## config.mk

```make
export PLATFORM = sky130hd
export DESIGN_NAME = biased_lattice_walk_with_running_mean
export DESIGN_NICKNAME = d
export VERILOG_FILES = /design/src/sv/blw_pkg.sv /design/src/sv/blw_fifo.sv /design/src/sv/blw_front.sv /design/src/sv/blw_mean_div.sv /design/src/sv/blw_back.sv /design/src/sv/biased_lattice_walk_with_running_mean.sv
export VERILOG_INCLUDE_DIRS = /design/src /design/src/sv
export SDC_FILE = /design/constraint.sdc
export NUM_CORES = 2
export LEC_CHECK = 0
export ABC_CLOCK_PERIOD_IN_PS = 37500
export BUFFER_PORTS_ARGS = -buffer_cell sky130_fd_sc_hd__buf_2
export CORE_ASPECT_RATIO = 1.25
export CORE_MARGIN = 2
export CORE_UTILIZATION = 45
export DETAILED_ROUTE_END_ITERATION = 12
export SLEW_MARGIN = 20
export SYNTH_ARGS = -nofsm -noshare
export SYNTH_HDL_FRONTEND = slang
export SYNTH_SLANG_ARGS = --single-unit
```

## constraint.sdc

```tcl
create_clock -name clk -period 37.5 [get_ports clk]
set_input_delay 7.5 -clock clk [delete_from_list [all_inputs] [get_ports clk]]
set_output_delay 7.5 -clock clk [all_outputs]
set_load 0.01 [all_outputs]
```

## src/sv/biased_lattice_walk_with_running_mean_macros.svh

```systemverilog
// Assertion macros for the biased lattice walk block.
// Used by the top level only; relies on signals named clk and rst in scope.
`ifndef BIASED_LATTICE_WALK_WITH_RUNNING_MEAN_MACROS_SVH
`define BIASED_LATTICE_WALK_WITH_RUNNING_MEAN_MACROS_SVH

// The consequence must hold in the same cycle as the condition.
`define BLW_ASSERT_NOW(label, cond, cons, msg) \
  label: assert property (@(posedge clk) disable iff (rst) (cond) |-> (cons)) \
    else $error(msg);

// The consequence must hold in the cycle after the condition.
`define BLW_ASSERT_NEXT(label, cond, cons, msg) \
  label: assert property (@(posedge clk) disable iff (rst) (cond) |=> (cons)) \
    else $error(msg);

`endif

```

## src/sv/blw_pkg.sv

```systemverilog
// Shared types and constants of the biased lattice walk block.
// No dependencies; used by every module of the block.
package blw_pkg;

  // Fixed field widths of the streams and the configuration port.
  localparam int FRACTION_W  = 32;
  localparam int CUT_W       = 33;
  localparam int CFG_INDEX_W = 3;
  localparam int CFG_DATA_W  = 33;
  localparam int REG_SIZE_W  = 16;
  localparam int INTERVAL_W  = 32;
  localparam int SUM_W       = 64;
  localparam int JUMP_W      = 32;
  localparam int MEAN_W      = 49;
  localparam int MEAN_MAG_W  = 48;
  localparam int X_W         = 33;
  localparam int POS_W       = 16;
  localparam int OUT_FIELDS_W = JUMP_W + MEAN_W + X_W + 2 * POS_W;
  localparam int OUT_DATA_W  = ((OUT_FIELDS_W + 7) / 8) * 8;

  // Reset values of the configuration registers.
  localparam logic [CUT_W-1:0] CUT_PLUS_X_RESET  = 33'd719412992;
  localparam logic [CUT_W-1:0] CUT_MINUS_X_RESET = 33'd1431667705;
  localparam logic [CUT_W-1:0] CUT_PLUS_Y_RESET  = 33'd2147492582;
  localparam logic [CUT_W-1:0] CUT_MINUS_Y_RESET = 33'd2863317458;
  localparam logic [CUT_W-1:0] CUT_PLUS_Z_RESET  = 33'd3579142377;
  localparam logic [REG_SIZE_W-1:0] WIDTH_Y_RESET  = 16'd100;
  localparam logic [REG_SIZE_W-1:0] HEIGHT_Z_RESET = 16'd100;
  localparam logic [INTERVAL_W-1:0] INTERVAL_RESET = 32'd1000;

  // Record queue between the front and back parts.
  localparam int QUEUE_DEPTH = 2;
  localparam int QPTR_W      = 1;
  localparam int QCNT_W      = 2;

  // Configuration register indexes.
  typedef enum logic [CFG_INDEX_W-1:0] {
    REG_CUT_PLUS_X  = 3'd0,
    REG_CUT_MINUS_X = 3'd1,
    REG_CUT_PLUS_Y  = 3'd2,
    REG_CUT_MINUS_Y = 3'd3,
    REG_CUT_PLUS_Z  = 3'd4,
    REG_WIDTH_Y     = 3'd5,
    REG_HEIGHT_Z    = 3'd6,
    REG_INTERVAL    = 3'd7
  } cfg_reg_t;

  // Lattice move chosen from the random fraction.
  typedef enum logic [2:0] {
    MOVE_PX = 3'd0,
    MOVE_MX = 3'd1,
    MOVE_PY = 3'd2,
    MOVE_MY = 3'd3,
    MOVE_PZ = 3'd4,
    MOVE_MZ = 3'd5
  } move_t;

  // Front state machine.
  typedef enum logic [1:0] {
    FR_RUN = 2'b01,
    FR_MOD = 2'b10
  } front_state_t;

  // Back state machine.
  typedef enum logic [2:0] {
    BK_IDLE = 3'b001,
    BK_DIV  = 3'b010,
    BK_SEND = 3'b100
  } back_state_t;

  // Which records a queued snapshot calls for.
  typedef struct packed {
    logic due;
    logic last;
  } rec_flags_t;

  // Fill status of the record queue.
  typedef struct packed {
    logic full;
    logic empty;
  } q_status_t;

endpackage

```

## src/sv/blw_fifo.sv

```systemverilog
// Two-entry record queue between the front and back parts.
// Depends on blw_pkg for the queue depth and status struct.
module blw_fifo #(
  parameter int WIDTH = 8
) (
  input  logic                  clk,
  input  logic                  rst,
  input  logic                  push,
  input  logic [WIDTH-1:0]      push_data,
  input  logic                  pop,
  output logic [WIDTH-1:0]      pop_data,
  output blw_pkg::q_status_t    status
);

  logic [WIDTH-1:0]                 entries [blw_pkg::QUEUE_DEPTH];
  logic [blw_pkg::QPTR_W-1:0]       wr_ptr;
  logic [blw_pkg::QPTR_W-1:0]       rd_ptr;
  logic [blw_pkg::QCNT_W-1:0]       count;

  // Pointers and fill count.
  always_ff @(posedge clk) begin
    if (rst) begin
      wr_ptr <= '0;
      rd_ptr <= '0;
      count  <= '0;
    end else begin
      if (push) begin
        wr_ptr <= wr_ptr + blw_pkg::QPTR_W'(1);
      end
      if (pop) begin
        rd_ptr <= rd_ptr + blw_pkg::QPTR_W'(1);
      end
      if (push && !pop) begin
        count <= count + blw_pkg::QCNT_W'(1);
      end else if (pop && !push) begin
        count <= count - blw_pkg::QCNT_W'(1);
      end
    end
  end

  // Entry storage.
  always_ff @(posedge clk) begin
    if (push) begin
      entries[wr_ptr] <= push_data;
    end
  end

  assign pop_data     = entries[rd_ptr];
  assign status.full  = (count == blw_pkg::QCNT_W'(blw_pkg::QUEUE_DEPTH));
  assign status.empty = (count == '0);

endmodule

```

## src/sv/blw_front.sv

```systemverilog
// Front part: configuration registers, move choice and walker state update.
// Depends on blw_pkg; feeds record snapshots into blw_fifo.
module blw_front #(
  parameter int JUMP_COUNT_BITS = 32,
  parameter int SIZE_BITS       = 16
) (
  input  logic                               clk,
  input  logic                               rst,
  input  logic                               cfg_valid,
  input  logic [blw_pkg::CFG_INDEX_W-1:0]    cfg_index,
  input  logic [blw_pkg::CFG_DATA_W-1:0]     cfg_data,
  input  logic                               in_valid,
  output logic                               in_ready,
  input  logic                               in_action,
  input  logic [blw_pkg::FRACTION_W-1:0]     in_fraction,
  input  logic                               in_last,
  input  blw_pkg::q_status_t                 q_status,
  output logic                               q_push,
  output blw_pkg::rec_flags_t                q_flags,
  output logic [JUMP_COUNT_BITS-1:0]         q_jumps,
  output logic signed [blw_pkg::SUM_W-1:0]   q_sum,
  output logic signed [JUMP_COUNT_BITS:0]    q_x,
  output logic [SIZE_BITS-1:0]               q_y,
  output logic [SIZE_BITS-1:0]               q_z
);

  localparam int MC_W = $clog2(SIZE_BITS);
  localparam logic signed [JUMP_COUNT_BITS:0] X_MAX = {1'b0, {JUMP_COUNT_BITS{1'b1}}};
  localparam logic signed [JUMP_COUNT_BITS:0] X_MIN =
    {1'b1, {(JUMP_COUNT_BITS-1){1'b0}}, 1'b1};
  localparam logic signed [blw_pkg::SUM_W-1:0] SUM_MAX = {1'b0, {(blw_pkg::SUM_W-1){1'b1}}};
  localparam logic signed [blw_pkg::SUM_W-1:0] SUM_MIN = {1'b1, {(blw_pkg::SUM_W-1){1'b0}}};
  localparam logic [SIZE_BITS:0] FULL_SIZE = {1'b1, {SIZE_BITS{1'b0}}};
  localparam logic [SIZE_BITS-1:0] RST_Y_LOW = blw_pkg::WIDTH_Y_RESET[SIZE_BITS-1:0];
  localparam logic [SIZE_BITS-1:0] RST_Z_LOW = blw_pkg::HEIGHT_Z_RESET[SIZE_BITS-1:0];
  localparam logic [SIZE_BITS:0] RST_SIZE_Y =
    (RST_Y_LOW == '0) ? FULL_SIZE : {1'b0, RST_Y_LOW};
  localparam logic [SIZE_BITS:0] RST_SIZE_Z =
    (RST_Z_LOW == '0) ? FULL_SIZE : {1'b0, RST_Z_LOW};

  // Configuration registers.
  logic [blw_pkg::CUT_W-1:0]      cut_plus_x, cut_minus_x, cut_plus_y;
  logic [blw_pkg::CUT_W-1:0]      cut_minus_y, cut_plus_z;
  logic [blw_pkg::REG_SIZE_W-1:0] width_y, height_z;
  logic [blw_pkg::INTERVAL_W-1:0] measure_interval;

  // Walker state.
  blw_pkg::front_state_t              state, state_next;
  logic signed [JUMP_COUNT_BITS:0]    x_coord, x_coord_next, x_step;
  logic [SIZE_BITS-1:0]               y_coord, y_coord_next;
  logic [SIZE_BITS-1:0]               z_coord, z_coord_next;
  logic [JUMP_COUNT_BITS-1:0]         jump_total, jump_total_next, jump_inc;
  logic signed [blw_pkg::SUM_W-1:0]   x_sum, x_sum_next, sum_add, sum_sat, x_wide;
  logic                               sum_ovf;
  logic [blw_pkg::INTERVAL_W-1:0]     interval_count, interval_count_next;
  logic [blw_pkg::INTERVAL_W-1:0]     interval_m1;
  logic                               due;

  // Slow wrap unit for a coordinate that lies beyond a shrunken size.
  logic [SIZE_BITS:0]                 mod_rem, mod_size, rem_shift, rem_red;
  logic [SIZE_BITS-1:0]               mod_src;
  logic [MC_W-1:0]                    mod_cnt;
  logic                               mod_up, mod_is_z;
  blw_pkg::rec_flags_t                mod_flags;
  logic                               mod_start;

  logic [SIZE_BITS:0]                 size_y, size_z;
  logic [blw_pkg::CUT_W-1:0]          frac_ext;
  blw_pkg::move_t                     move;
  logic                               accept;
  logic                               y_in_range, z_in_range;

  // Step a coordinate by one within [0, m), the coordinate already below m.
  function automatic logic [SIZE_BITS-1:0] wrap_step(input logic [SIZE_BITS:0] c,
                                                      input logic [SIZE_BITS:0] m,
                                                      input logic up);
    logic [SIZE_BITS:0] r;
    if (up) begin
      r = ((c + (SIZE_BITS+1)'(1)) == m) ? '0 : c + (SIZE_BITS+1)'(1);
    end else begin
      r = (c == '0) ? m - (SIZE_BITS+1)'(1) : c - (SIZE_BITS+1)'(1);
    end
    return r[SIZE_BITS-1:0];
  endfunction

  // Effective sizes; a zero register acts as the full range.
  assign size_y = (width_y[SIZE_BITS-1:0] == '0) ? FULL_SIZE : {1'b0, width_y[SIZE_BITS-1:0]};
  assign size_z = (height_z[SIZE_BITS-1:0] == '0) ? FULL_SIZE : {1'b0, height_z[SIZE_BITS-1:0]};
  assign y_in_range = ({1'b0, y_coord} < size_y);
  assign z_in_range = ({1'b0, z_coord} < size_z);

  assign in_ready = (state == blw_pkg::FR_RUN) && !q_status.full;
  assign accept   = in_valid && in_ready;

  // Move choice: the first threshold above the fraction wins.
  assign frac_ext = blw_pkg::CUT_W'(in_fraction);
  always_comb begin
    if (frac_ext < cut_plus_x) begin
      move = blw_pkg::MOVE_PX;
    end else if (frac_ext < cut_minus_x) begin
      move = blw_pkg::MOVE_MX;
    end else if (frac_ext < cut_plus_y) begin
      move = blw_pkg::MOVE_PY;
    end else if (frac_ext < cut_minus_y) begin
      move = blw_pkg::MOVE_MY;
    end else if (frac_ext < cut_plus_z) begin
      move = blw_pkg::MOVE_PZ;
    end else begin
      move = blw_pkg::MOVE_MZ;
    end
  end

  // Saturating x move.
  always_comb begin
    x_step = x_coord;
    if (move == blw_pkg::MOVE_PX && x_coord != X_MAX) begin
      x_step = x_coord + (JUMP_COUNT_BITS+1)'(1);
    end else if (move == blw_pkg::MOVE_MX && x_coord != X_MIN) begin
      x_step = x_coord - (JUMP_COUNT_BITS+1)'(1);
    end
  end

  // Saturating sum of x positions, jump count and interval count.
  assign x_wide   = blw_pkg::SUM_W'(x_step);
  assign sum_add  = x_sum + x_wide;
  assign sum_ovf  = (x_sum[blw_pkg::SUM_W-1] == x_wide[blw_pkg::SUM_W-1]) &&
                    (sum_add[blw_pkg::SUM_W-1] != x_sum[blw_pkg::SUM_W-1]);
  assign sum_sat  = sum_ovf ? (x_wide[blw_pkg::SUM_W-1] ? SUM_MIN : SUM_MAX) : sum_add;
  assign jump_inc = (jump_total == '1) ? jump_total
                                       : jump_total + JUMP_COUNT_BITS'(1);
  assign interval_m1 = (measure_interval == '0) ? '0
                                                : measure_interval - blw_pkg::INTERVAL_W'(1);
  assign due = (interval_count >= interval_m1);

  // Remainder step of the slow wrap unit.
  assign rem_shift = {mod_rem[SIZE_BITS-1:0], mod_src[SIZE_BITS-1]};
  assign rem_red   = (rem_shift >= mod_size) ? rem_shift - mod_size : rem_shift;

  // Next state of the walker and queue push.
  always_comb begin
    state_next          = state;
    x_coord_next        = x_coord;
    y_coord_next        = y_coord;
    z_coord_next        = z_coord;
    jump_total_next     = jump_total;
    x_sum_next          = x_sum;
    interval_count_next = interval_count;
    q_push              = 1'b0;
    q_flags             = '0;
    mod_start           = 1'b0;
    unique case (state)
      blw_pkg::FR_RUN: begin
        if (accept) begin
          if (in_action) begin
            x_coord_next        = '0;
            y_coord_next        = size_y[SIZE_BITS:1];
            z_coord_next        = size_z[SIZE_BITS:1];
            jump_total_next     = '0;
            x_sum_next          = '0;
            interval_count_next = '0;
          end else begin
            x_coord_next        = x_step;
            jump_total_next     = jump_inc;
            x_sum_next          = sum_sat;
            interval_count_next = due ? '0 : interval_count + blw_pkg::INTERVAL_W'(1);
            unique case (move) inside
              blw_pkg::MOVE_PY, blw_pkg::MOVE_MY: begin
                if (y_in_range) begin
                  y_coord_next = wrap_step({1'b0, y_coord}, size_y,
                                           move == blw_pkg::MOVE_PY);
                end else begin
                  mod_start = 1'b1;
                end
              end
              blw_pkg::MOVE_PZ, blw_pkg::MOVE_MZ: begin
                if (z_in_range) begin
                  z_coord_next = wrap_step({1'b0, z_coord}, size_z,
                                           move == blw_pkg::MOVE_PZ);
                end else begin
                  mod_start = 1'b1;
                end
              end
              default: begin
              end
            endcase
            if (mod_start) begin
              state_next = blw_pkg::FR_MOD;
            end else begin
              q_push       = due || in_last;
              q_flags.due  = due;
              q_flags.last = in_last;
            end
          end
        end
      end
      blw_pkg::FR_MOD: begin
        if (mod_cnt == '0) begin
          state_next = blw_pkg::FR_RUN;
          if (mod_is_z) begin
            z_coord_next = wrap_step(rem_red, mod_size, mod_up);
          end else begin
            y_coord_next = wrap_step(rem_red, mod_size, mod_up);
          end
          q_push  = mod_flags.due || mod_flags.last;
          q_flags = mod_flags;
        end
      end
      default: begin
        state_next = blw_pkg::FR_RUN;
      end
    endcase
  end

  // Snapshot handed to the queue is the state after this item.
  assign q_jumps = jump_total_next;
  assign q_sum   = x_sum_next;
  assign q_x     = x_coord_next;
  assign q_y     = y_coord_next;
  assign q_z     = z_coord_next;

  // Configuration and walker state registers.
  always_ff @(posedge clk) begin
    if (rst) begin
      cut_plus_x       <= blw_pkg::CUT_PLUS_X_RESET;
      cut_minus_x      <= blw_pkg::CUT_MINUS_X_RESET;
      cut_plus_y       <= blw_pkg::CUT_PLUS_Y_RESET;
      cut_minus_y      <= blw_pkg::CUT_MINUS_Y_RESET;
      cut_plus_z       <= blw_pkg::CUT_PLUS_Z_RESET;
      width_y          <= blw_pkg::WIDTH_Y_RESET;
      height_z         <= blw_pkg::HEIGHT_Z_RESET;
      measure_interval <= blw_pkg::INTERVAL_RESET;
      state            <= blw_pkg::FR_RUN;
      x_coord          <= '0;
      y_coord          <= RST_SIZE_Y[SIZE_BITS:1];
      z_coord          <= RST_SIZE_Z[SIZE_BITS:1];
      jump_total       <= '0;
      x_sum            <= '0;
      interval_count   <= '0;
    end else begin
      if (cfg_valid) begin
        unique case (blw_pkg::cfg_reg_t'(cfg_index))
          blw_pkg::REG_CUT_PLUS_X:  cut_plus_x  <= cfg_data;
          blw_pkg::REG_CUT_MINUS_X: cut_minus_x <= cfg_data;
          blw_pkg::REG_CUT_PLUS_Y:  cut_plus_y  <= cfg_data;
          blw_pkg::REG_CUT_MINUS_Y: cut_minus_y <= cfg_data;
          blw_pkg::REG_CUT_PLUS_Z:  cut_plus_z  <= cfg_data;
          blw_pkg::REG_WIDTH_Y:     width_y     <= cfg_data[blw_pkg::REG_SIZE_W-1:0];
          blw_pkg::REG_HEIGHT_Z:    height_z    <= cfg_data[blw_pkg::REG_SIZE_W-1:0];
          blw_pkg::REG_INTERVAL:    measure_interval <= cfg_data[blw_pkg::INTERVAL_W-1:0];
          default: begin
          end
        endcase
      end
      state          <= state_next;
      x_coord        <= x_coord_next;
      y_coord        <= y_coord_next;
      z_coord        <= z_coord_next;
      jump_total     <= jump_total_next;
      x_sum          <= x_sum_next;
      interval_count <= interval_count_next;
    end
  end

  // Slow wrap unit: restoring remainder, one coordinate bit a cycle.
  always_ff @(posedge clk) begin
    if (mod_start) begin
      mod_rem   <= '0;
      mod_cnt   <= MC_W'(SIZE_BITS - 1);
      mod_up    <= (move == blw_pkg::MOVE_PY) || (move == blw_pkg::MOVE_PZ);
      mod_is_z  <= (move == blw_pkg::MOVE_PZ) || (move == blw_pkg::MOVE_MZ);
      mod_flags <= '{due: due, last: in_last};
      if ((move == blw_pkg::MOVE_PZ) || (move == blw_pkg::MOVE_MZ)) begin
        mod_src  <= z_coord;
        mod_size <= size_z;
      end else begin
        mod_src  <= y_coord;
        mod_size <= size_y;
      end
    end else if (state == blw_pkg::FR_MOD) begin
      mod_rem <= rem_red;
      mod_src <= {mod_src[SIZE_BITS-2:0], 1'b0};
      mod_cnt <= mod_cnt - MC_W'(1);
    end
  end

endmodule

```

## src/sv/blw_mean_div.sv

```systemverilog
// Restoring divider for the running mean: |sum| * 2^F / jumps, one bit a cycle.
// Depends on blw_pkg for the sum and mean widths; used by blw_back.
module blw_mean_div #(
  parameter int JUMP_COUNT_BITS    = 32,
  parameter int MEAN_FRACTION_BITS = 16
) (
  input  logic                              clk,
  input  logic                              rst,
  input  logic                              start,
  input  logic signed [blw_pkg::SUM_W-1:0]  sum_in,
  input  logic [JUMP_COUNT_BITS-1:0]        count_in,
  output logic                              done,
  output logic [blw_pkg::MEAN_W-1:0]        mean
);

  localparam int DVD_W = blw_pkg::SUM_W + MEAN_FRACTION_BITS;
  localparam int CNT_W = $clog2(DVD_W);
  localparam logic [blw_pkg::MEAN_MAG_W-1:0] MEAN_MAX = '1;

  logic [DVD_W-1:0]                   dividend;
  logic [JUMP_COUNT_BITS-1:0]         divisor;
  logic [JUMP_COUNT_BITS-1:0]         rem;
  logic [JUMP_COUNT_BITS:0]           rem_shift, rem_next;
  logic                               q_bit;
  logic [blw_pkg::MEAN_MAG_W-1:0]     quo;
  logic [blw_pkg::MEAN_MAG_W-1:0]     mag_q;
  logic                               ovf;
  logic                               neg;
  logic                               busy;
  logic [CNT_W-1:0]                   cnt;
  logic [blw_pkg::SUM_W-1:0]          mag;

  assign mag = sum_in[blw_pkg::SUM_W-1] ? blw_pkg::SUM_W'(0) - sum_in : sum_in;

  // One restoring step.
  assign rem_shift = {rem, dividend[DVD_W-1]};
  assign q_bit     = (rem_shift >= {1'b0, divisor});
  assign rem_next  = q_bit ? rem_shift - {1'b0, divisor} : rem_shift;

  // Control.
  always_ff @(posedge clk) begin
    if (rst) begin
      busy <= 1'b0;
      done <= 1'b0;
    end else begin
      done <= busy && (cnt == '0);
      if (start) begin
        busy <= 1'b1;
      end else if (busy && (cnt == '0)) begin
        busy <= 1'b0;
      end
    end
  end

  // Datapath; quotient bits above the mean range set a sticky overflow.
  always_ff @(posedge clk) begin
    if (start) begin
      dividend <= DVD_W'(mag) << MEAN_FRACTION_BITS;
      divisor  <= count_in;
      rem      <= '0;
      quo      <= '0;
      ovf      <= 1'b0;
      neg      <= sum_in[blw_pkg::SUM_W-1];
      cnt      <= CNT_W'(DVD_W - 1);
    end else if (busy) begin
      dividend <= {dividend[DVD_W-2:0], 1'b0};
      rem      <= rem_next[JUMP_COUNT_BITS-1:0];
      quo      <= {quo[blw_pkg::MEAN_MAG_W-2:0], q_bit};
      ovf      <= ovf | quo[blw_pkg::MEAN_MAG_W-1];
      cnt      <= cnt - CNT_W'(1);
    end
  end

  // Saturate and restore the sign.
  assign mag_q = ovf ? MEAN_MAX : quo;
  assign mean  = neg ? blw_pkg::MEAN_W'(0) - {1'b0, mag_q} : {1'b0, mag_q};

endmodule

```

## src/sv/blw_back.sv

```systemverilog
// Back part: takes record snapshots from the queue, runs the mean division
// and sends the interval and final records. Depends on blw_pkg and blw_mean_div.
module blw_back #(
  parameter int JUMP_COUNT_BITS    = 32,
  parameter int SIZE_BITS          = 16,
  parameter int MEAN_FRACTION_BITS = 16
) (
  input  logic                               clk,
  input  logic                               rst,
  input  blw_pkg::q_status_t                 q_status,
  output logic                               q_pop,
  input  blw_pkg::rec_flags_t                q_flags,
  input  logic [JUMP_COUNT_BITS-1:0]         q_jumps,
  input  logic signed [blw_pkg::SUM_W-1:0]   q_sum,
  input  logic signed [JUMP_COUNT_BITS:0]    q_x,
  input  logic [SIZE_BITS-1:0]               q_y,
  input  logic [SIZE_BITS-1:0]               q_z,
  output logic                               m_tvalid,
  input  logic                               m_tready,
  output logic [blw_pkg::OUT_DATA_W-1:0]     m_tdata,
  output logic                               m_tuser,
  output logic                               m_tlast
);

  blw_pkg::back_state_t            state, state_next;
  logic                            sent_ivl, sent_ivl_next;
  logic                            div_start, div_done;
  logic [blw_pkg::MEAN_W-1:0]      div_mean;
  logic                            out_load;
  logic                            rec_final, rec_last;
  logic [blw_pkg::OUT_FIELDS_W-1:0] rec_fields;

  blw_mean_div #(
    .JUMP_COUNT_BITS    (JUMP_COUNT_BITS),
    .MEAN_FRACTION_BITS (MEAN_FRACTION_BITS)
  ) u_div (
    .clk      (clk),
    .rst      (rst),
    .start    (div_start),
    .sum_in   (q_sum),
    .count_in (q_jumps),
    .done     (div_done),
    .mean     (div_mean)
  );

  // Sequencer: the queue head stays in place until its last record is sent.
  always_comb begin
    state_next    = state;
    sent_ivl_next = sent_ivl;
    div_start     = 1'b0;
    q_pop         = 1'b0;
    out_load      = 1'b0;
    rec_final     = 1'b0;
    rec_last      = 1'b0;
    unique case (state)
      blw_pkg::BK_IDLE: begin
        if (!q_status.empty) begin
          div_start     = 1'b1;
          sent_ivl_next = 1'b0;
          state_next    = blw_pkg::BK_DIV;
        end
      end
      blw_pkg::BK_DIV: begin
        if (div_done) begin
          state_next = blw_pkg::BK_SEND;
        end
      end
      blw_pkg::BK_SEND: begin
        if (!m_tvalid || m_tready) begin
          out_load = 1'b1;
          if (q_flags.due && !sent_ivl) begin
            rec_final = 1'b0;
            rec_last  = !q_flags.last;
            if (q_flags.last) begin
              sent_ivl_next = 1'b1;
            end else begin
              q_pop      = 1'b1;
              state_next = blw_pkg::BK_IDLE;
            end
          end else begin
            rec_final  = 1'b1;
            rec_last   = 1'b1;
            q_pop      = 1'b1;
            state_next = blw_pkg::BK_IDLE;
          end
        end
      end
      default: begin
        state_next = blw_pkg::BK_IDLE;
      end
    endcase
  end

  // Record layout from the lowest bit: jumps, mean, x, y, z.
  assign rec_fields = {blw_pkg::POS_W'(q_z),
                       blw_pkg::POS_W'(q_y),
                       blw_pkg::X_W'(q_x),
                       div_mean,
                       blw_pkg::JUMP_W'(q_jumps)};

  // State and output register.
  always_ff @(posedge clk) begin
    if (rst) begin
      state    <= blw_pkg::BK_IDLE;
      sent_ivl <= 1'b0;
      m_tvalid <= 1'b0;
    end else begin
      state    <= state_next;
      sent_ivl <= sent_ivl_next;
      if (out_load) begin
        m_tvalid <= 1'b1;
      end else if (m_tready) begin
        m_tvalid <= 1'b0;
      end
    end
  end

  always_ff @(posedge clk) begin
    if (out_load) begin
      m_tdata <= blw_pkg::OUT_DATA_W'(rec_fields);
      m_tuser <= rec_final;
      m_tlast <= rec_last;
    end
  end

endmodule

```

## src/sv/biased_lattice_walk_with_running_mean.sv

```systemverilog
// Top level of the biased lattice walk with running mean of x.
// Depends on blw_pkg, blw_front, blw_fifo, blw_back and the macros header.
//
// A jump item is taken by the front part, which picks the move from five
// thresholds and updates the position, jump count and saturating sum of x in
// the cycle it is taken; a y or z move from a coordinate at or beyond a size
// written since the last restart is finished in the front's bit-serial
// remainder unit. A jump that is due for a record puts a snapshot into a
// two-entry queue; the back part turns each snapshot into one or two records,
// running its restoring divider for the mean before sending them. Apart from
// a run of the remainder unit, the front stops taking items only while both
// queue entries are held, so jumps go in at one per cycle as long as records
// are due no more often than once per divider run and the receiver keeps up.
// Restart items give no record. Configuration writes are always taken.
`include "biased_lattice_walk_with_running_mean_macros.svh"

module biased_lattice_walk_with_running_mean #(
  parameter int JUMP_COUNT_BITS    = 32,
  parameter int SIZE_BITS          = 16,
  parameter int MEAN_FRACTION_BITS = 16
) (
  input  logic                               clk,
  input  logic                               rst,
  // Configuration write channel.
  input  logic                               cfg_valid,
  output logic                               cfg_ready,
  input  logic [blw_pkg::CFG_INDEX_W-1:0]    cfg_index,
  input  logic [blw_pkg::CFG_DATA_W-1:0]     cfg_data,
  // Input items.
  input  logic                               s_tvalid,
  output logic                               s_tready,
  input  logic [blw_pkg::FRACTION_W-1:0]     s_tdata,   // random_fraction[31:0]
  input  logic                               s_tuser,   // action
  input  logic                               s_tlast,   // is_last
  // Result items.
  output logic                               m_tvalid,
  input  logic                               m_tready,
  // jumps[31:0], mean_x_q16[80:32], x_coord[113:81],
  // y_position[129:114], z_position[145:130], zero padding above
  output logic [blw_pkg::OUT_DATA_W-1:0]     m_tdata,
  output logic                               m_tuser,   // is_final
  output logic                               m_tlast    // last_of_run
);

  localparam int Q_W = $bits(blw_pkg::rec_flags_t) + JUMP_COUNT_BITS + blw_pkg::SUM_W +
                       (JUMP_COUNT_BITS + 1) + 2 * SIZE_BITS;

  blw_pkg::q_status_t                 q_status;
  logic                               q_push, q_pop;
  logic [Q_W-1:0]                     q_push_data, q_pop_data;
  blw_pkg::rec_flags_t                push_flags, pop_flags;
  logic [JUMP_COUNT_BITS-1:0]         push_jumps, pop_jumps;
  logic signed [blw_pkg::SUM_W-1:0]   push_sum, pop_sum;
  logic signed [JUMP_COUNT_BITS:0]    push_x, pop_x;
  logic [SIZE_BITS-1:0]               push_y, pop_y, push_z, pop_z;

  assign cfg_ready = 1'b1;

  // Front part: classify and update the walker.
  blw_front #(
    .JUMP_COUNT_BITS (JUMP_COUNT_BITS),
    .SIZE_BITS       (SIZE_BITS)
  ) u_front (
    .clk         (clk),
    .rst         (rst),
    .cfg_valid   (cfg_valid),
    .cfg_index   (cfg_index),
    .cfg_data    (cfg_data),
    .in_valid    (s_tvalid),
    .in_ready    (s_tready),
    .in_action   (s_tuser),
    .in_fraction (s_tdata),
    .in_last     (s_tlast),
    .q_status    (q_status),
    .q_push      (q_push),
    .q_flags     (push_flags),
    .q_jumps     (push_jumps),
    .q_sum       (push_sum),
    .q_x         (push_x),
    .q_y         (push_y),
    .q_z         (push_z)
  );

  // Record queue.
  assign q_push_data = {push_flags, push_jumps, push_sum, push_x, push_y, push_z};

  blw_fifo #(
    .WIDTH (Q_W)
  ) u_fifo (
    .clk       (clk),
    .rst       (rst),
    .push      (q_push),
    .push_data (q_push_data),
    .pop       (q_pop),
    .pop_data  (q_pop_data),
    .status    (q_status)
  );

  assign {pop_flags, pop_jumps, pop_sum, pop_x, pop_y, pop_z} = q_pop_data;

  // Back part: mean division and record output.
  blw_back #(
    .JUMP_COUNT_BITS    (JUMP_COUNT_BITS),
    .SIZE_BITS          (SIZE_BITS),
    .MEAN_FRACTION_BITS (MEAN_FRACTION_BITS)
  ) u_back (
    .clk      (clk),
    .rst      (rst),
    .q_status (q_status),
    .q_pop    (q_pop),
    .q_flags  (pop_flags),
    .q_jumps  (pop_jumps),
    .q_sum    (pop_sum),
    .q_x      (pop_x),
    .q_y      (pop_y),
    .q_z      (pop_z),
    .m_tvalid (m_tvalid),
    .m_tready (m_tready),
    .m_tdata  (m_tdata),
    .m_tuser  (m_tuser),
    .m_tlast  (m_tlast)
  );

  // Checks on the queue between the two parts.
  `BLW_ASSERT_NOW(a_push_not_full, q_push, !q_status.full, "record pushed into a full queue")
  `BLW_ASSERT_NOW(a_pop_not_empty, q_pop, !q_status.empty, "record popped from an empty queue")
  `BLW_ASSERT_NOW(a_ready_has_room, s_tvalid && s_tready, !q_status.full, "item taken with queue full")

endmodule

```

# After elaboration in Yosys (flattened, before gate mapping)
# Memory sizes are Yosys's and may differ from the RTL's. A register that Yosys moved wholly into a read port is not among the register bits.
# Cells that the tools add are included.
# totals
register_bits,825
mem_bits_rw,326
input_bits,75
n_memories,1
# op_classes
n_addsub,25
n_lt_le_gt_ge,10
eq_ne,36
n_mux,113
n_bitwise,1
reduce_logical,52
# mem_list
name,depth,width,read_ports,rd_clocked_by_memory_dff,write_ports,line_no,source
u_fifo.entries,2,163,1,1,1,blw_fifo.sv:15,logic [WIDTH-1:0] entries [blw_pkg::QUEUE_DEPTH];
# ops
cell,count
16-bit 2-to-1 mux,24
64-bit 2-to-1 mux,6
32-bit 2-to-1 mux,8
32-bit by 33-bit less-than comparator with 1-bit output,5
33-bit 2-to-1 mux,5
80-bit 2-to-1 mux,2
48-bit 2-to-1 mux,2
"16-bit by 1-bit subtractor with 16-bit output, second input constant",6
17-bit 2-to-1 mux,4
"33-bit inequality test, second input constant",2
"32-bit by 1-bit adder with 32-bit output, second input constant",2
64-bit by 33-bit adder with 64-bit output,1
16-bit logical NOT,4
16-bit one-hot mux with 2 select lines,2
"1-bit by 64-bit subtractor with 64-bit output, first input constant",1
17-bit == test,3
"1-bit by 48-bit subtractor with 49-bit output, first input constant",1
1-bit 2-to-1 mux,35
"16-bit by 1-bit adder with 17-bit output, second input constant",2
16-bit by 17-bit less-than comparator with 1-bit output,2
"33-bit by 2-bit adder with 33-bit output, second input constant",1
33-bit by 32-bit greater-or-equal comparator with 1-bit output,1
"33-bit by 2-bit subtractor with 33-bit output, second input constant",1
"32-bit == test, second input constant",1
other kinds (41),116

# Depth between registers and ports, before layout
# depth
depth_word,20
mapped_depth,37
mapped_depth_nobuf,35

# By module
# From an unflattened synthesis, not the netlist that was laid out.
# unflattened
hier_cells,6929
area_unflattened_um2,65469.0
# modules_own_cells
module,n_inst,cells_per_inst,area_per_inst_um2,seq_area_each_um2
blw_front,1,4901,36770.3,9999.6
blw_fifo,1,529,12239.2,9889.5
blw_mean_div,1,1303,11591.1,4714.5
blw_back,1,194,4857.2,4544.4
biased_lattice_walk_with_running_mean,1,2,11.3,0.0

# Least setup slack after synthesis
# Ideal clock, no wire load.
# synth_timing
kind,in2reg
startpoint,in s_tdata[14] in the netlist's numbering
endpoint,mem u_fifo.entries[0][0] in the netlist's numbering (enable)
setup_ns,0.708
arrival_time_ns,17.041
required_ns,36.792
slack_ns,19.752
path_stages,13
n_path_buf,0
cell_sequence,ha_1 a21o_1 a21o_1 a21oi_1 o21a_1 or4_1 o21ai_0 o211ai_1 mux2_2 o21a_1 o21ai_0 a21oi_1 nor2b_1
# synth_via
elab_chain_len,18
# synth_rtl
item,line_no,source
"start, declared",biased_lattice_walk_with_running_mean.sv:32,"input logic [blw_pkg::FRACTION_W-1:0] s_tdata,"
32-bit by 33-bit less-than comparator with 1-bit output,blw_front.sv:106,end else if (frac_ext < cut_plus_z) begin
1-bit 2-to-1 mux,blw_front.sv:106,
3-bit 2-to-1 mux,blw_front.sv:104,end else if (frac_ext < cut_minus_y) begin
3-bit 2-to-1 mux,blw_front.sv:102,end else if (frac_ext < cut_plus_y) begin
3-bit 2-to-1 mux,blw_front.sv:100,end else if (frac_ext < cut_minus_x) begin
3-bit 2-to-1 mux *,blw_front.sv:98,if (frac_ext < cut_plus_x) begin
3-bit == test (no line) or 3-bit by 2-bit == test with 1-bit output (tied branches),--,
2-bit OR reduction,blw_front.sv:166,unique case (move) inside
[3 not listed],--,
1-bit 2-to-1 mux *,blw_front.sv:151,unique case (state)
1-bit 2-to-1 mux *,blw_front.sv:186,if (mod_start) begin
1-bit 2-to-1 mux *,blw_front.sv:154,if (in_action) begin
1-bit 2-to-1 mux *,blw_front.sv:153,if (accept) begin
1-bit one-hot mux with 2 select lines *,blw_front.sv:151,
net q_push,biased_lattice_walk_with_running_mean.sv:49,"logic q_push, q_pop;"
1-bit 2-to-1 mux *,blw_fifo.sv:43,if (push) begin
1-bit 2-to-1 mux (not written as such) *,blw_fifo.sv:44,entries[wr_ptr] <= push_data;
"end, declared",blw_fifo.sv:15,
# The timed path passes the listed nets; every way through them passes the cells marked *. The select of a mux whose other input is x is not followed.

# Final worst setup path
# layout_timing
startpoint,in s_tdata[10] in the netlist's numbering
endpoint,reg u_front.x_sum[22] in the netlist's numbering
# layout_via
elab_chain_len,17
# layout_rtl
item,line_no,source
32-bit by 33-bit less-than comparator with 1-bit output,blw_front.sv:106,
1-bit 2-to-1 mux,blw_front.sv:106,
3-bit 2-to-1 mux,blw_front.sv:104,
3-bit 2-to-1 mux,blw_front.sv:102,
3-bit 2-to-1 mux,blw_front.sv:100,
3-bit 2-to-1 mux *,blw_front.sv:98,
3-bit by 1-bit == test with 1-bit output,blw_front.sv:118,end else if (move == blw_pkg::MOVE_MX && x_coord != X_MIN) begin
1-bit logical AND,blw_front.sv:118,
[2 not listed],--,
64-bit by 33-bit adder with 64-bit output,blw_front.sv:125,assign sum_add = x_sum + x_wide;
1-bit inequality test,blw_front.sv:127,(sum_add[blw_pkg::SUM_W-1] != x_sum[blw_pkg::SUM_W-1]);
1-bit logical AND,blw_front.sv:126,assign sum_ovf = (x_sum[blw_pkg::SUM_W-1] == x_wide[blw_pkg::SUM_W-1]) &&
64-bit 2-to-1 mux *,blw_front.sv:128,assign sum_sat = sum_ovf ? (x_wide[blw_pkg::SUM_W-1] ? SUM_MIN : SUM_MAX) : sum_add;
64-bit 2-to-1 mux *,blw_front.sv:154,
64-bit 2-to-1 mux *,blw_front.sv:153,
64-bit 2-to-1 mux *,blw_front.sv:151,
net push_sum (one bit),biased_lattice_walk_with_running_mean.sv:53,"logic signed [blw_pkg::SUM_W-1:0] push_sum, pop_sum;"
"end signal, assigned",blw_front.sv:259,x_sum <= x_sum_next;
"end, declared",blw_front.sv:53,"logic signed [blw_pkg::SUM_W-1:0] x_sum, x_sum_next, sum_add, sum_sat, x_wide;"
# The timed path passes the listed nets; every way through them passes the cells marked *.
# A chain may end at the register's enable or synchronous reset.

==> results.sh <==
export IMPL_status="finished clean"
export IMPL_syn_area_per_cell_um2=9.30
export IMPL_ys_top_cells_by_count="nand2_1, edfxtp_1, nor2_1, dfxtp_1, a21oi_1"
export IMPL_num_vias=51700
export IMPL_worstHoldStart="u_front.cut_plus_z[21]"
export IMPL_via_per_inst=5.75
export IMPL_synth_cell_types=106
export IMPL_first_pass_iters=5
export IMPL_clk_pin_slew_ps=60
export IMPL_first_global_vias=49900
export IMPL_relSlewSlack=0.234
export IMPL_cts_hold_fix_buffers=0
export IMPL_die_h_um=429
export IMPL_ys_flop_type="edfxtp_1"
export IMPL_chipWidth_um=344
export IMPL_tightest_slew_ps=1120
export IMPL_area_delta_synth_final_pct=10.5
export IMPL_ios=232
export IMPL_leakage_nw=27.9
export IMPL_grt_max_degree=151
export IMPL_synth_top_area_cell="edfxtp_1"
export IMPL_synthesis_area_mm2=0.0649
export IMPL_numCtsBuffers=116
export IMPL_overflow=0
export IMPL_synthCells=6981
export IMPL_initial_core_util=0.454
export IMPL_dp_cells=8760
export IMPL_post_route_period_util=0.438
export IMPL_holdPathStages=2
export IMPL_crit_type="input port to register"
export IMPL_design_area_mm2=0.0717
export IMPL_fmax_ghz=0.0609
export IMPL_slew_viol_final=0
export IMPL_gp_congestion=0.945
export IMPL_finalNonFillerCells=8987
export IMPL_min_path_type="register to register"
export IMPL_yosys_area_top_type_share=0.281
export IMPL_hold_path_end="u_front.cut_plus_z[21]"
export IMPL_nets=7429
export IMPL_die_area_mm2=0.147
export IMPL_max_cap_viol_count=0
export IMPL_clockBufferDepth=3
export IMPL_r2r_setup_slack_ps=27170
export IMPL_drc_errors=0
export IMPL_critPathMostFrequentCell="a21o_1"
export IMPL_slowest_delay_ps=760
export IMPL_fin_skew_ps=51.4
export IMPL_power_density_mw_per_mm2=55.3
export IMPL_synthMuxAreaShare=0.0475
export IMPL_place_area_mm2=0.0675
export IMPL_grt_usage=0.248
export IMPL_ir_drop_mv=0.0398
export IMPL_ys_top_cells_by_area="edfxtp_1, dfxtp_1, ha_1"
export IMPL_drive_gt1_frac=0.0976
export IMPL_ctsHtreeMaxLevel=3
export IMPL_required_ps=38160
export IMPL_synth_edff_count=608
export IMPL_synth_compound_area_frac=0.163
export IMPL_ant_nets=0
export IMPL_antenna_found_initial=11
export IMPL_worstSkewPairLatency_ps=770
export IMPL_r2r_start="u_front.x_coord[2]"
export IMPL_rsz0062_at_grt="false"
export IMPL_ys_async_sr_fraction=0
export IMPL_core_area_mm2=0.143
export IMPL_dp_final_hpwl_um=134000
export IMPL_cpMaxStageDelayCell="mux2i_4"
export IMPL_ys_warn_count=0
export IMPL_tns_ps=0
export IMPL_start_kind="input port"
export IMPL_port_buffers=224
export IMPL_synth_simple_area_share=0.173
export IMPL_drt_iter0_drc=3732
export IMPL_hold_slack_ps=453
export IMPL_rows=155
export IMPL_crit_fanout=27
export IMPL_postCtsResizedCells=0
export IMPL_synth_adder_area_share=0.0697
export IMPL_route_final_wire_length_um=187000
export IMPL_synth_top_family_by_area="simple AND/OR/NAND/NOR gates"
export IMPL_cts_root_buf="clkbuf_16"
export IMPL_endpoint_kind="register"
export IMPL_grt_pass1_wl_um=289000
export IMPL_ys_seq_area_frac=0.449
export IMPL_wl_per_cell_um=20.8
export IMPL_cts_sinks=1152
export IMPL_yosys_register_bits=1152
export IMPL_setup_viol_count_final=0
export IMPL_arrival_ps=17080
export IMPL_rr_endpoint="u_front.x_sum[22]"
export IMPL_cts_tree="built"
export IMPL_final_hold_violation_count=0
export IMPL_yosysMostFrequentCell="nand2_1"
export IMPL_post_cts_buffers=0
export IMPL_r2r_cells=30
export IMPL_fin_crit_ps=16420
export IMPL_synthXorXnorAreaFrac=0.0525
## cell type report
class,instances,area (um^2)
Fill cell,13300,71200
Multi-Input combinational cell,5099,33100
Sequential cell,1152,29200
Clock buffer,149,3200
Tap cell,1884,2360
Timing Repair Buffer,290,1670
Inverter,336,1270
Clock inverter,73,965
Antenna cell,4,10.0
## how the worst max path moves through the flow
stage	startpoint	end	slack (ps)	cells after the start
after detailed placement	s_tdata[10]	u_front.x_sum[10]	20410	35
final	s_tdata[10]	u_front.x_sum[22]	21080	35
after floorplan	s_tdata[14]	u_fifo.entries[0][0]	19750	13
after global routing	s_tdata[6]	u_front.x_sum[21]	20410	35
after CTS	s_tdata[10]	u_front.x_sum[21]	21200	35
after global placement	s_tdata[10]	u_front.x_sum[21]	20150	35
## metrics by stage
step            util  total power, mW  setup WS [ps]
6_report       0.502             3.97          21080
5_1_grt        0.502             4.17          20410
4_1_cts        0.501             3.98          21200
3_5_place_dp   0.472             2.71          20410
3_3_place_gp   0.472             2.69          20150
2_1_floorplan      -             2.40          19750
## power breakdown
part           internal, mW  switching (mW)
Combinational         0.452           0.744
Clock                 0.744           0.521
Sequential             1.43          0.0724
## per-layer routing
metal	GRT usage	wire, um
met1	0.316	79000
met2	0.423	90100
met3	0.0406	11400
met4	0.0869	6080
met5	0	103
## critical path, delay by kind of cell
kind	cells	cell delay, ps
adders and majority gates	3	1130
buffers and inverters	3	780
AOI/OAI and AO/OA	20	4800
xor gates and xnor gates	1	180
muxes	1	760
and+or+nand+nor	7	1880
## cell usage in the layout, fill, tap and decap left out, types with 204 or more instances in the layout
master / Yosys / final
nand2_1: 869 / 868
edfxtp_1: 608 / 608
nor2_1: 552 / 542
dfxtp_1: 544 / 542
a21oi_1: 514 / 513
o21ai_0: 392 / 391
ha_1: 355 / 354
inv_1: 334 / 331
buf_2: 23 / 223
xnor2_1: 204 / 204
## cells by family (layout without fill, tap and decap cells)
| group | Yosys count | in the layout |
|---|---|---|
| compound gates | 1683 | 1683 |
| xor+xnor | 379 | 379 |
| fa+ha+maj | 359 | 359 |
| buf+inv | 735 | 848 |
| flops | 1152 | 1152 |
| mux | 293 | 293 |
| other cells | 2 | 11 |
| simple gates | 2378 | 2378 |
## registers in the layout, indices dropped and copies added (netlist names), 7 cells and up, named ones only
| name | flops |
|---|---|
| u_back.u_div.quo | 48 |
| u_back.u_div.cnt | 7 |
| u_front.cut_minus_x | 33 |
| u_front.interval_count | 32 |
| u_front.height_z | 16 |
| u_back.u_div.dividend | 64 |
| u_front.z_coord | 16 |
| u_front.measure_interval | 32 |
| u_front.cut_plus_x | 33 |
| u_front.cut_plus_z | 33 |
| u_front.y_coord | 16 |
| u_front.mod_src | 16 |
| u_front.x_sum | 64 |
| u_back.u_div.divisor | 32 |
| u_front.mod_rem | 16 |
| u_front.cut_minus_y | 33 |
| u_front.jump_total | 32 |
| u_front.width_y | 16 |
| u_front.mod_size | 17 |
| u_front.x_coord | 33 |
| u_front.cut_plus_y | 33 |
| u_fifo.entries | 326 |
| u_back.m_tdata | 146 |
| u_back.u_div.rem | 32 |
No activity file was read; power rests on OpenSTA's default activity.
